File: src/gim_pkg.sv
// Shared types, widths and helpers for the grid index mapper.
`default_nettype none
package gim_pkg;

	localparam int MAX_EXTENT = 1024;
	localparam int COORD_BITS = 16;
	localparam int EXT_W      = $clog2(MAX_EXTENT + 1);
	localparam int CRD_W      = $clog2(MAX_EXTENT);
	localparam int LIN_W      = 30;
	localparam int T_W        = CRD_W + EXT_W;
	localparam int DIV_BITS   = 8;
	localparam int DIV_ST     = (LIN_W + DIV_BITS - 1) / DIV_BITS;
	localparam int MODE_W     = 3;
	localparam int CFG_IDX_W  = 2;
	localparam int IN_W       = ((MODE_W + 3 * COORD_BITS + LIN_W + 7) / 8) * 8;
	localparam int OUT_W      = ((LIN_W + 2 * CRD_W + LIN_W + 1 + 7) / 8) * 8;

	typedef enum logic [MODE_W-1:0] {
		M_PT_LIN   = 3'd0,
		M_PT_SPLIT = 3'd1,
		M_CL_LIN   = 3'd2,
		M_CL_SPLIT = 3'd3,
		M_SN_CRD   = 3'd4,
		M_SN_IDX   = 3'd5
	} mode_t;

	typedef enum logic [CFG_IDX_W-1:0] {
		REG_EXT_X = 2'd0,
		REG_EXT_Y = 2'd1,
		REG_EXT_Z = 2'd2
	} cfg_reg_t;

	typedef struct packed {
		logic [EXT_W-1:0] x;
		logic [EXT_W-1:0] y;
		logic [EXT_W-1:0] z;
	} ext_t;

	typedef struct packed {
		mode_t                 mode;
		logic                  err;
		logic [COORD_BITS-1:0] ax;
		logic [COORD_BITS-1:0] ay;
		logic [COORD_BITS-1:0] az;
		logic [2:0]            ng;
		logic                  py;
		logic                  pz;
		logic [CRD_W-1:0]      r1;
		logic [CRD_W-1:0]      r2;
		logic [LIN_W-1:0]      q2;
	} pl_t;

	typedef struct packed {
		logic             err;
		logic [LIN_W-1:0] z;
		logic [CRD_W-1:0] y;
		logic [CRD_W-1:0] x;
		logic [LIN_W-1:0] linear;
	} res_t;

	function automatic logic is_cell(input mode_t m);
		return (m == M_CL_LIN) || (m == M_CL_SPLIT);
	endfunction

	// cell modes divide by extent minus one
	function automatic logic [EXT_W-1:0] eff_ext(input logic [EXT_W-1:0] e, input logic cl);
		return cl ? e - EXT_W'(1) : e;
	endfunction

endpackage
`default_nettype wire

File: src/gim_div.sv
// Pipelined restoring divider, DIV_BITS quotient bits per stage.
`default_nettype none
module gim_div (
	input  wire logic                       clk,
	input  wire logic                       arst_n,
	input  wire logic                       en,
	input  wire logic                       in_vld,
	input  wire logic [gim_pkg::LIN_W-1:0]  dividend,
	input  wire logic [gim_pkg::EXT_W-1:0]  divisor,
	input  wire gim_pkg::pl_t               side_in,
	output logic                            out_vld,
	output logic [gim_pkg::LIN_W-1:0]       quo,
	output logic [gim_pkg::EXT_W-1:0]       rem,
	output gim_pkg::pl_t                    side_out
);

	logic                      vld_s  [gim_pkg::DIV_ST+1];
	logic [gim_pkg::LIN_W-1:0] dq_s   [gim_pkg::DIV_ST+1];
	logic [gim_pkg::EXT_W-1:0] r_s    [gim_pkg::DIV_ST+1];
	logic [gim_pkg::EXT_W-1:0] d_s    [gim_pkg::DIV_ST+1];
	gim_pkg::pl_t              side_s [gim_pkg::DIV_ST+1];

	assign vld_s[0]  = in_vld;
	assign dq_s[0]   = dividend;
	assign r_s[0]    = '0;
	assign d_s[0]    = divisor;
	assign side_s[0] = side_in;

	for (genvar g = 0; g < gim_pkg::DIV_ST; g++) begin : g_st
		logic [gim_pkg::LIN_W-1:0] dq_n;
		logic [gim_pkg::EXT_W-1:0] r_n;

		always_comb begin
			logic [gim_pkg::EXT_W:0] rw;
			dq_n = dq_s[g];
			r_n  = r_s[g];
			rw   = '0;
			for (int k = 0; k < gim_pkg::DIV_BITS; k++) begin
				if (g * gim_pkg::DIV_BITS + k < gim_pkg::LIN_W) begin
					rw   = {r_n, dq_n[gim_pkg::LIN_W-1]};
					dq_n = {dq_n[gim_pkg::LIN_W-2:0], 1'b0};
					if (rw >= {1'b0, d_s[g]}) begin
						rw      = rw - {1'b0, d_s[g]};
						dq_n[0] = 1'b1;
					end
					r_n = rw[gim_pkg::EXT_W-1:0];
				end
			end
		end

		always_ff @(posedge clk or negedge arst_n) begin
			if (!arst_n) begin
				vld_s[g+1] <= 1'b0;
			end else if (en) begin
				vld_s[g+1] <= vld_s[g];
			end
		end

		always_ff @(posedge clk) begin
			if (en) begin
				dq_s[g+1]   <= dq_n;
				r_s[g+1]    <= r_n;
				d_s[g+1]    <= d_s[g];
				side_s[g+1] <= side_s[g];
			end
		end
	end

	assign out_vld  = vld_s[gim_pkg::DIV_ST];
	assign quo      = dq_s[gim_pkg::DIV_ST];
	assign rem      = r_s[gim_pkg::DIV_ST];
	assign side_out = side_s[gim_pkg::DIV_ST];

endmodule
`default_nettype wire

File: src/gim_lin.sv
// Wrap fix-up, serpentine mirroring and two-stage linearisation.
`default_nettype none
module gim_lin (
	input  wire logic                      clk,
	input  wire logic                      arst_n,
	input  wire logic                      en,
	input  wire logic                      in_vld,
	input  wire gim_pkg::pl_t              pl,
	input  wire logic [gim_pkg::CRD_W-1:0] r3,
	input  wire gim_pkg::ext_t             ext,
	output logic                           out_vld,
	output gim_pkg::res_t                  res
);

	logic                      cl_mode, sn, split, lin_on, pyb, pzb;
	logic [gim_pkg::EXT_W-1:0] nx, ny, nz, xm, ym, zm, mx, my;
	logic [gim_pkg::CRD_W-1:0] fx, fy, fz;
	gim_pkg::res_t             part;

	logic                      vld_s1, vld_s2, vld_s3;
	logic                      on_s1, on_s2;
	logic [gim_pkg::CRD_W-1:0] x_s1, y_s1, z_s1, x_s2;
	logic [gim_pkg::EXT_W-1:0] nx_s1, ny_s1, nx_s2;
	logic [gim_pkg::T_W-1:0]   t_s2;
	gim_pkg::res_t             res_s1, res_s2, res_s3, fin;
	logic [gim_pkg::T_W+gim_pkg::EXT_W-1:0] prod;

	always_comb begin
		cl_mode = gim_pkg::is_cell(pl.mode);
		nx    = gim_pkg::eff_ext(ext.x, cl_mode);
		ny    = gim_pkg::eff_ext(ext.y, cl_mode);
		nz    = gim_pkg::eff_ext(ext.z, cl_mode);
		sn    = (pl.mode == gim_pkg::M_SN_CRD) || (pl.mode == gim_pkg::M_SN_IDX);
		split = (pl.mode == gim_pkg::M_PT_SPLIT) || (pl.mode == gim_pkg::M_CL_SPLIT);
		lin_on = !pl.err && ((pl.mode == gim_pkg::M_PT_LIN) || (pl.mode == gim_pkg::M_CL_LIN)
			|| sn);
		// floor modulo: a negative coordinate with a nonzero remainder folds to n - r
		xm = (pl.ng[0] && pl.r1 != '0) ? nx - gim_pkg::EXT_W'(pl.r1) : gim_pkg::EXT_W'(pl.r1);
		ym = (pl.ng[1] && pl.r2 != '0) ? ny - gim_pkg::EXT_W'(pl.r2) : gim_pkg::EXT_W'(pl.r2);
		zm = (pl.ng[2] && r3 != '0) ? nz - gim_pkg::EXT_W'(r3) : gim_pkg::EXT_W'(r3);
		mx = nx - gim_pkg::EXT_W'(1) - xm;
		my = ny - gim_pkg::EXT_W'(1) - ym;
		pyb = (pl.mode == gim_pkg::M_SN_IDX) ? pl.r2[0] : pl.py;
		pzb = (pl.mode == gim_pkg::M_SN_IDX) ? pl.q2[0] : pl.pz;
		fx = xm[gim_pkg::CRD_W-1:0];
		fy = ym[gim_pkg::CRD_W-1:0];
		fz = zm[gim_pkg::CRD_W-1:0];
		if (sn) begin
			if (!pzb) begin
				if (pyb) fx = mx[gim_pkg::CRD_W-1:0];
			end else begin
				fy = my[gim_pkg::CRD_W-1:0];
				if (!(ny[0] ^ pyb)) fx = mx[gim_pkg::CRD_W-1:0];
			end
		end
		part        = '0;
		part.err    = pl.err;
		if (split && !pl.err) begin
			part.x = pl.r1;
			part.y = pl.r2;
			part.z = pl.q2;
		end
	end

	always_ff @(posedge clk or negedge arst_n) begin
		if (!arst_n) begin
			vld_s1 <= 1'b0;
			vld_s2 <= 1'b0;
			vld_s3 <= 1'b0;
		end else if (en) begin
			vld_s1 <= in_vld;
			vld_s2 <= vld_s1;
			vld_s3 <= vld_s2;
		end
	end

	assign prod = t_s2 * nx_s2;

	always_comb begin
		fin        = res_s2;
		fin.linear = on_s2 ? gim_pkg::LIN_W'(prod + gim_pkg::T_W'(x_s2)) : '0;
	end

	always_ff @(posedge clk) begin
		if (en) begin
			x_s1   <= fx;
			y_s1   <= fy;
			z_s1   <= fz;
			nx_s1  <= nx;
			ny_s1  <= ny;
			on_s1  <= lin_on;
			res_s1 <= part;

			t_s2   <= gim_pkg::T_W'(z_s1) * gim_pkg::T_W'(ny_s1) + gim_pkg::T_W'(y_s1);
			x_s2   <= x_s1;
			nx_s2  <= nx_s1;
			on_s2  <= on_s1;
			res_s2 <= res_s1;

			res_s3 <= fin;
		end
	end

	assign out_vld = vld_s3;
	assign res     = res_s3;

endmodule
`default_nettype wire

File: src/grid_index_mapper.sv
// Top level of the grid index mapper: config registers, input stage and pipeline.
//
//  group   direction  handshake          payload
//  s_*     in         s_tvalid/s_tready  s_tdata  item words
//  m_*     out        m_tvalid/m_tready  m_tdata  result words
//  cfg_*   in         cfg_valid/ready    cfg_index, cfg_data extent writes
//
// One word enters per cycle while the pipeline is not held; each word passes an input
// register and the three chained pipelined dividers of DIV_BITS bits per stage.
// The whole pipeline holds when the output word is waiting and m_tready is low.
// Reset clears every valid bit; extents reset to one.
`default_nettype none
module grid_index_mapper (
	input  wire logic                           clk,
	input  wire logic                           arst_n,
	input  wire logic                           s_tvalid,
	output logic                                s_tready,
	// mode[2:0], coord_x[18:3], coord_y[34:19], coord_z[50:35], linear_in[80:51]
	input  wire logic [gim_pkg::IN_W-1:0]       s_tdata,
	output logic                                m_tvalid,
	input  wire logic                           m_tready,
	// linear_out[29:0], out_x[39:30], out_y[49:40], out_z[79:50], div_error[80]
	output logic [gim_pkg::OUT_W-1:0]           m_tdata,
	input  wire logic                           cfg_valid,
	output logic                                cfg_ready,
	input  wire logic [gim_pkg::CFG_IDX_W-1:0]  cfg_index,
	input  wire logic [gim_pkg::EXT_W-1:0]      cfg_data
);

	localparam int CB = gim_pkg::COORD_BITS;
	localparam int MB = gim_pkg::MODE_W;

	gim_pkg::ext_t             ext_q;
	logic [gim_pkg::EXT_W-1:0] wval;
	logic                      en;

	gim_pkg::mode_t            mode;
	logic signed [CB-1:0]      cx, cy, cz;
	logic                      crd, spl;
	logic                      zx, zy, zz, ox, oy, oz;
	gim_pkg::pl_t              pl_in;

	logic                      vld_s1;
	gim_pkg::pl_t              pl_s1;
	logic [gim_pkg::LIN_W-1:0] idx_s1;

	logic                      v1, v2, v3, vo;
	logic [gim_pkg::LIN_W-1:0] q1, q2, q3, dd1, dd2, dd3;
	logic [gim_pkg::EXT_W-1:0] rm1, rm2, rm3;
	gim_pkg::pl_t              p1, p2, p3, p1f, p2f;
	gim_pkg::res_t             res;

	assign cfg_ready = 1'b1;
	assign wval = (cfg_data > gim_pkg::EXT_W'(gim_pkg::MAX_EXTENT))
		? gim_pkg::EXT_W'(gim_pkg::MAX_EXTENT) : cfg_data;

	always_ff @(posedge clk or negedge arst_n) begin
		if (!arst_n) begin
			ext_q <= '{x: gim_pkg::EXT_W'(1), y: gim_pkg::EXT_W'(1), z: gim_pkg::EXT_W'(1)};
		end else if (cfg_valid) begin
			case (gim_pkg::cfg_reg_t'(cfg_index))
				gim_pkg::REG_EXT_X: ext_q.x <= wval;
				gim_pkg::REG_EXT_Y: ext_q.y <= wval;
				gim_pkg::REG_EXT_Z: ext_q.z <= wval;
				default: ;
			endcase
		end
	end

	// hold the whole pipeline while a finished word waits
	assign en       = !vo || m_tready;
	assign s_tready = en;

	always_comb begin
		mode = gim_pkg::mode_t'(s_tdata[MB-1:0]);
		cx   = s_tdata[MB+CB-1:MB];
		cy   = s_tdata[MB+2*CB-1:MB+CB];
		cz   = s_tdata[MB+3*CB-1:MB+2*CB];
		crd  = (mode == gim_pkg::M_PT_LIN) || (mode == gim_pkg::M_CL_LIN)
			|| (mode == gim_pkg::M_SN_CRD);
		zx = ext_q.x == '0;
		zy = ext_q.y == '0;
		zz = ext_q.z == '0;
		ox = ext_q.x <= gim_pkg::EXT_W'(1);
		oy = ext_q.y <= gim_pkg::EXT_W'(1);
		oz = ext_q.z <= gim_pkg::EXT_W'(1);
		pl_in      = '0;
		pl_in.mode = mode;
		pl_in.ax   = cx[CB-1] ? CB'(-cx) : CB'(cx);
		pl_in.ay   = cy[CB-1] ? CB'(-cy) : CB'(cy);
		pl_in.az   = cz[CB-1] ? CB'(-cz) : CB'(cz);
		pl_in.ng   = crd ? {cz[CB-1], cy[CB-1], cx[CB-1]} : 3'b000;
		pl_in.py   = cy[0];
		pl_in.pz   = cz[0];
		case (mode)
			gim_pkg::M_PT_LIN, gim_pkg::M_SN_CRD, gim_pkg::M_SN_IDX: pl_in.err = zx | zy | zz;
			gim_pkg::M_PT_SPLIT: pl_in.err = zx | zy;
			gim_pkg::M_CL_LIN:   pl_in.err = ox | oy | oz;
			gim_pkg::M_CL_SPLIT: pl_in.err = ox | oy;
			default:             pl_in.err = 1'b0;
		endcase
	end

	always_ff @(posedge clk or negedge arst_n) begin
		if (!arst_n) begin
			vld_s1 <= 1'b0;
		end else if (en) begin
			vld_s1 <= s_tvalid;
		end
	end

	always_ff @(posedge clk) begin
		if (en) begin
			pl_s1  <= pl_in;
			idx_s1 <= s_tdata[MB+3*CB+gim_pkg::LIN_W-1:MB+3*CB];
		end
	end

	assign spl = (pl_s1.mode == gim_pkg::M_PT_SPLIT) || (pl_s1.mode == gim_pkg::M_CL_SPLIT)
		|| (pl_s1.mode == gim_pkg::M_SN_IDX);
	assign dd1 = spl ? idx_s1 : gim_pkg::LIN_W'(pl_s1.ax);

	gim_div u_div_x (
		.clk(clk), .arst_n(arst_n), .en(en), .in_vld(vld_s1),
		.dividend(dd1),
		.divisor(gim_pkg::eff_ext(ext_q.x, gim_pkg::is_cell(pl_s1.mode))),
		.side_in(pl_s1),
		.out_vld(v1), .quo(q1), .rem(rm1), .side_out(p1)
	);

	always_comb begin
		p1f    = p1;
		p1f.r1 = rm1[gim_pkg::CRD_W-1:0];
		dd2    = ((p1.mode == gim_pkg::M_PT_SPLIT) || (p1.mode == gim_pkg::M_CL_SPLIT)
			|| (p1.mode == gim_pkg::M_SN_IDX)) ? q1 : gim_pkg::LIN_W'(p1.ay);
	end

	gim_div u_div_y (
		.clk(clk), .arst_n(arst_n), .en(en), .in_vld(v1),
		.dividend(dd2),
		.divisor(gim_pkg::eff_ext(ext_q.y, gim_pkg::is_cell(p1.mode))),
		.side_in(p1f),
		.out_vld(v2), .quo(q2), .rem(rm2), .side_out(p2)
	);

	always_comb begin
		p2f    = p2;
		p2f.r2 = rm2[gim_pkg::CRD_W-1:0];
		p2f.q2 = q2;
		dd3    = (p2.mode == gim_pkg::M_SN_IDX) ? q2 : gim_pkg::LIN_W'(p2.az);
	end

	gim_div u_div_z (
		.clk(clk), .arst_n(arst_n), .en(en), .in_vld(v2),
		.dividend(dd3),
		.divisor(gim_pkg::eff_ext(ext_q.z, gim_pkg::is_cell(p2.mode))),
		.side_in(p2f),
		.out_vld(v3), .quo(q3), .rem(rm3), .side_out(p3)
	);

	gim_lin u_lin (
		.clk(clk), .arst_n(arst_n), .en(en), .in_vld(v3 && (q3 == q3)),
		.pl(p3), .r3(rm3[gim_pkg::CRD_W-1:0]), .ext(ext_q),
		.out_vld(vo), .res(res)
	);

	assign m_tvalid = vo;
	assign m_tdata  = gim_pkg::OUT_W'(res);

endmodule
`default_nettype wire
File: config.mk
export PLATFORM = sky130hd
export DESIGN_NAME = grid_index_mapper
export DESIGN_NICKNAME = d
export VERILOG_FILES = /design/src/gim_pkg.sv /design/src/gim_div.sv /design/src/gim_lin.sv /design/src/grid_index_mapper.sv
export SDC_FILE = /design/constraint.sdc
export NUM_CORES = 2
export LEC_CHECK = 0
export BUFFER_PORTS_ARGS = -buffer_cell sky130_fd_sc_hd__buf_2
export CORE_AREA = 2 2 494 496
export CTS_CLUSTER_DIAMETER = 30
export DETAILED_ROUTE_END_ITERATION = 8
export DIE_AREA = 0 0 496 498
export PLACE_DENSITY = 0.68
export SLEW_MARGIN = 20
export SYNTH_ARGS = -nofsm -noshare
export SYNTH_HDL_FRONTEND = slang
export SYNTH_SLANG_ARGS = --single-unit
File: constraint.sdc
create_clock -name clk -period 65.2 [get_ports clk]
set_input_delay 13.04 -clock clk [delete_from_list [all_inputs] [get_ports clk]]
set_output_delay 13.04 -clock clk [all_outputs]
set_load 0.02 [all_outputs]
Yosys cells after proc, flatten, opt, wreduce, memory -nomap -nowiden
Cells that the tools add are included.

Add/subtract/negate cells: 105. Multipliers: 2. $lt $le $gt $ge: 94. Equality and inequality tests: 23. Multiplexer cells: 199. Bitwise operators: 5. Reductions and logical operators: 35.

Operators by type and width (count): $ge A12 B11 Y1 (87); $mux W11 (93); $sub A11 B11 Y11 (84); $mux W10 (13); $mux W30 (3); $mux W1 (86); $sub A10 B10 Y10 (8); $neg A16 Y16 (3); $mux W15 (3); $ge A1 B11 Y1 (3); $le A11 B1 Y1 const B (3); $logic_not A11 Y1 (3); $sub A1 B11 Y11 (3); $sub A11 B1 Y11 const B (3); $add A30 B10 Y30 (1); $eq A3 B2 Y1 const B (10); $mul A21 B11 Y30 (1); $reduce_bool A10 Y1 (3); $add A21 B10 Y21 (1); $eq A3 B3 Y1 const B (7); $mul A10 B11 Y21 (1); $sub A10 B1 Y10 const B (2); $logic_or A1 B1 Y1 (15); $eq A3 B1 Y1 const B (4); 12 further kinds (23).

Flip-flop bits (word level): 1513. Bits of input ports: 106. Output and inout port bits: 91. Word-level logic and storage cells: 640.

Longest topological paths before layout
Word-level depth: 20. Gate-level depth with buffers: 102. Mapped depth without buffers: 93.

Hierarchy
A second synthesis with hierarchy kept.

Cell total of the unflattened synthesis: 12887. Area, all modules: 145697.2 µm².

Modules (own cells, without submodules): gim_div (u_div_x) (instances 1, cells an instance 3454, area an instance 38827.2 µm², sequential area each 18868.1 µm²); gim_div (u_div_y) (instances 1, cells an instance 3376, area an instance 38707.1 µm², sequential area each 18868.1 µm²); gim_div (u_div_z) (instances 1, cells an instance 3276, area an instance 38117.8 µm², sequential area each 18868.1 µm²); gim_lin (instances 1, cells an instance 2216, area an instance 23561.3 µm², sequential area each 8453.1 µm²); grid_index_mapper (instances 1, cells an instance 565, area an instance 6483.7 µm², sequential area each 3407.0 µm²).

Worst setup path before layout
OpenSTA, ideal clock, no wires.

Path kind: input port to output port. From: input port m_tready. To: output port s_tready. Arrival: 51440 ps. Data required time: 52160 ps. Slack: 720 ps. Cell stages on the path: 3. Path buffers: 2. Cells stage by stage: nand2b_1 -> clkbuf_1 -> clkbuf_1.

Cells in the longest elaborated chain, start to end: 1.

Ends and longest elaborated chain: start, declared (line grid_index_mapper.sv:21) `input wire logic m_tready,`; $logic_or A1 B1 Y1 (line grid_index_mapper.sv:71) `assign en = !vo || m_tready;`; end, declared (line grid_index_mapper.sv:17) `output logic s_tready,`.

Every way passes these cells.

Final worst setup path
Same ends and word-level chain as after synthesis.

==> impl_metrics.ini <==
[run_status]
status = complete, no violations

[clock_tree]
clock-sinks = 1451
clock_latency_ns = 0.96
hold_buffers = 0
post_cts_resized = 0
cts_buffers = 302
root_buffer = clkbuf_16
htreeDepth = 5
clockBufferDepth = 4
post-cts-setup-buffer-count = 0
path_clk_slew_ns = 0.06
cts_tree = built

[worst_hold_path]
min_from = u_div_x.side_s[175]$_DFFE_PP_
hold_path.class = flop to flop

[global_routing]
grt_pass1_vias = 83400
grt_pass1_wl_um = 431000
overflow = 0
antenna_found_initial = 13
gr-usage-all-layers_pct = 21.3
grt_max_degree = 176

[worst_setup_path]
critPathKind = primary input to output port
cp_data_arrival_time_ns = 13.75
reg2reg_from = u_div_z.d_s[22]$_DFFE_PP_
critical_path.max_fanout = 3
crit_start = m_tready
endpoint_kind = output port
cp-start-kind = primary input
cp_data_required_time_ns = 52.16

[placement]
place.gp.congestion = 0.918
port_buffers = 181
hpwl_um = 204000
pre_cts_ws_ns = 38.36

[final_layout]
final_common_cell = edfxtp_1
nFillCells = 20800
nNetsFinal = 12700
multi_input_area_um2 = 65100
drive_gt1_share_pct = 12.4
ff_latch_area_um2 = 43300
final_cell_mix = edfxtp_1 (1402), ha_1 (1150), inv_1 (1005)
area_growth_pct = 13.0

[die]
io_pins = 197
die_h_um = 498
initial_core_util_pct = 46.7
dieArea_um2 = 247000
num_rows = 181
core_area_um2 = 242000
fp.dieW_um = 496

[synthesis]
synth.ff_latch_count = 1451
synth_async_sr_flop_share_pct = 3.38
yosysWarnings = 0
synth.avg_cell_area_um2 = 10.5
syn-cell-area_um2 = 113000
post_synth_num_cell_types = 122
synth_edf_count = 1402
netlist_instances = 10800
synthFlopType = edfxtp_1
ys_seq_area_share_pct = 38.3

[routing]
wl_per_cell_um = 18.4
viasPerCell = 5.64
drtIter0Drc = 5499
antenna_left = 0
firstDrtPassIters = 6
drcViolationCount = 0
dr_total_vias = 82100
wirelength_um = 267000

[timing]
rsz0062_at_grt = no
slew_violations = 0
min_period_over_period_pct = 41.1
setup_slack_ns = 38.41
finalHoldViolations = 0
setup_violations = 0
max_freq_mhz = 37.3
period_needed_ns = 26.79
slew_headroom_pct = 23.7
tns_ns = 0
clock_skew_ns = 0.108
tightest_slew_ns = 1.14

[flow_run]
cap_violations = 0
[metal layers]
metal	GRT usage, %	vias up	wire, µm
met5	0	-	0
met4	6.94	0	7340
met3	2.94	511	12500
met2	36.0	1994	129000
met1	28.2	39800	119000
li1	-	39800	-
[state kept, by name, summed over array words and instances, names as in the netlist, 34 cells and up]
signal / cells
pl_s1: 55
u_div_x.dq_s: 90
u_div_x.side_out: 39
u_div_x.side_s: 117
u_div_y.dq_s: 90
u_div_y.side_out: 34
u_div_y.side_s: 102
u_div_z.dq_s: 42
u_div_z.side_out: 59
u_div_z.side_s: 177
u_lin.fin: 51
u_lin.res: 81
u_lin.res_s1: 51
[path summary, 6_finish.rpt]
| kind | end | slack, ns | cells after the start |
|---|---|---|---|
| min in group asynchronous | u_lin.out_vld$_DFFE_PN0P_ | 12.22 | 2 |
| worst max-delay path | s_tready | 38.41 | 3 |
| worst max register to register | u_div_z.r_s[12]$_DFFE_PP_ | 40.14 | 88 |
| max in group asynchronous | ext_q[8]$_DFFE_PN0P_ | 52.39 | 2 |
| worst min-delay path | u_div_x.side_out[68]$_DFFE_PP_ | 0.36 | 0 |
| worst min register to register | u_div_x.side_out[68]$_DFFE_PP_ | 0.36 | 0 |
[metrics by stage]
step / hold WS, ns / instance area (µm²) / utilization (%) / std cells
5_1_grt: 0.356 / 128000 / 52.8 / 14500
3_3_place_gp: 0.401 / 118000 / 48.6 / 14000
3_5_place_dp: 0.405 / 118000 / 48.6 / 14000
6_report: 0.359 / 128000 / 52.8 / 14500
4_1_cts: 0.350 / 128000 / 52.8 / 14500
2_1_floorplan: 0.400 / 113000 / - / 10800
[Yosys cell counts (all sizes together), types with 28 or more instances]
| cell type | number | area, µm² |
|---|---|---|
| a211oi | 78 | 643 |
| a21boi | 90 | 676 |
| a21o | 272 | 2040 |
| a21oi | 649 | 3250 |
| a31oi | 33 | 213 |
| a41oi | 33 | 289 |
| and2 | 263 | 1650 |
| and3 | 61 | 382 |
| buf | 56 | 319 |
| clkbuf | 176 | 661 |
| dfrtp | 46 | 1150 |
| edfxtp | 1402 | 42100 |
| fa | 351 | 7030 |
| ha | 1150 | 14400 |
| inv | 1025 | 3850 |
| mux2 | 555 | 6310 |
| mux2i | 136 | 1370 |
| nand2 | 792 | 2970 |
| nand2b | 103 | 644 |
| nand3 | 135 | 681 |
| nand3b | 28 | 210 |
| nand4 | 149 | 932 |
| nor2 | 627 | 2370 |
| nor2b | 174 | 1090 |
| nor3 | 169 | 861 |
| nor3b | 35 | 273 |
| nor4 | 55 | 365 |
| o211ai | 44 | 340 |
| o21a | 84 | 631 |
| o21ai | 548 | 2750 |
| o21bai | 147 | 1100 |
| o31ai | 56 | 458 |
| or2 | 45 | 282 |
| or3 | 62 | 388 |
| xnor2 | 510 | 4470 |
| xor2 | 268 | 2350 |
[worst max-delay path, cell delays in order]
cell,delay (ns)
buf_2,0.08
nand2b_4,0.30
buf_2,0.27
[cell families after synthesis]
group,count (synthesis),share of synthesized area (%)
adder cells (fa/ha/maj),1501,18.9
AND/OR/NAND/NOR,2763,12.1
multiplexers,691,6.79
AO/OA/AOI/OAI,2344,13.5
other,2,0.00664
flip-flops,1451,38.3
buffers and inverters,1260,4.28
XOR/XNOR,778,6.03
[layout make-up]
| type | count | share of cell area [%] |
|---|---|---|
| timing repair buffer | 244 | 1.14 |
| clock inverter | 193 | 1.72 |
| sequential | 1451 | 33.9 |
| clock buffer | 339 | 6.15 |
| multi-input combinational | 8085 | 50.9 |
| tap | 3202 | 3.14 |
| antenna | 5 | 0.00979 |
| inverter | 1028 | 3.02 |
Power is left out: the tool's default activity adds up to more than one toggle a clock period on the data nets, which glitch-free logic cannot reach.
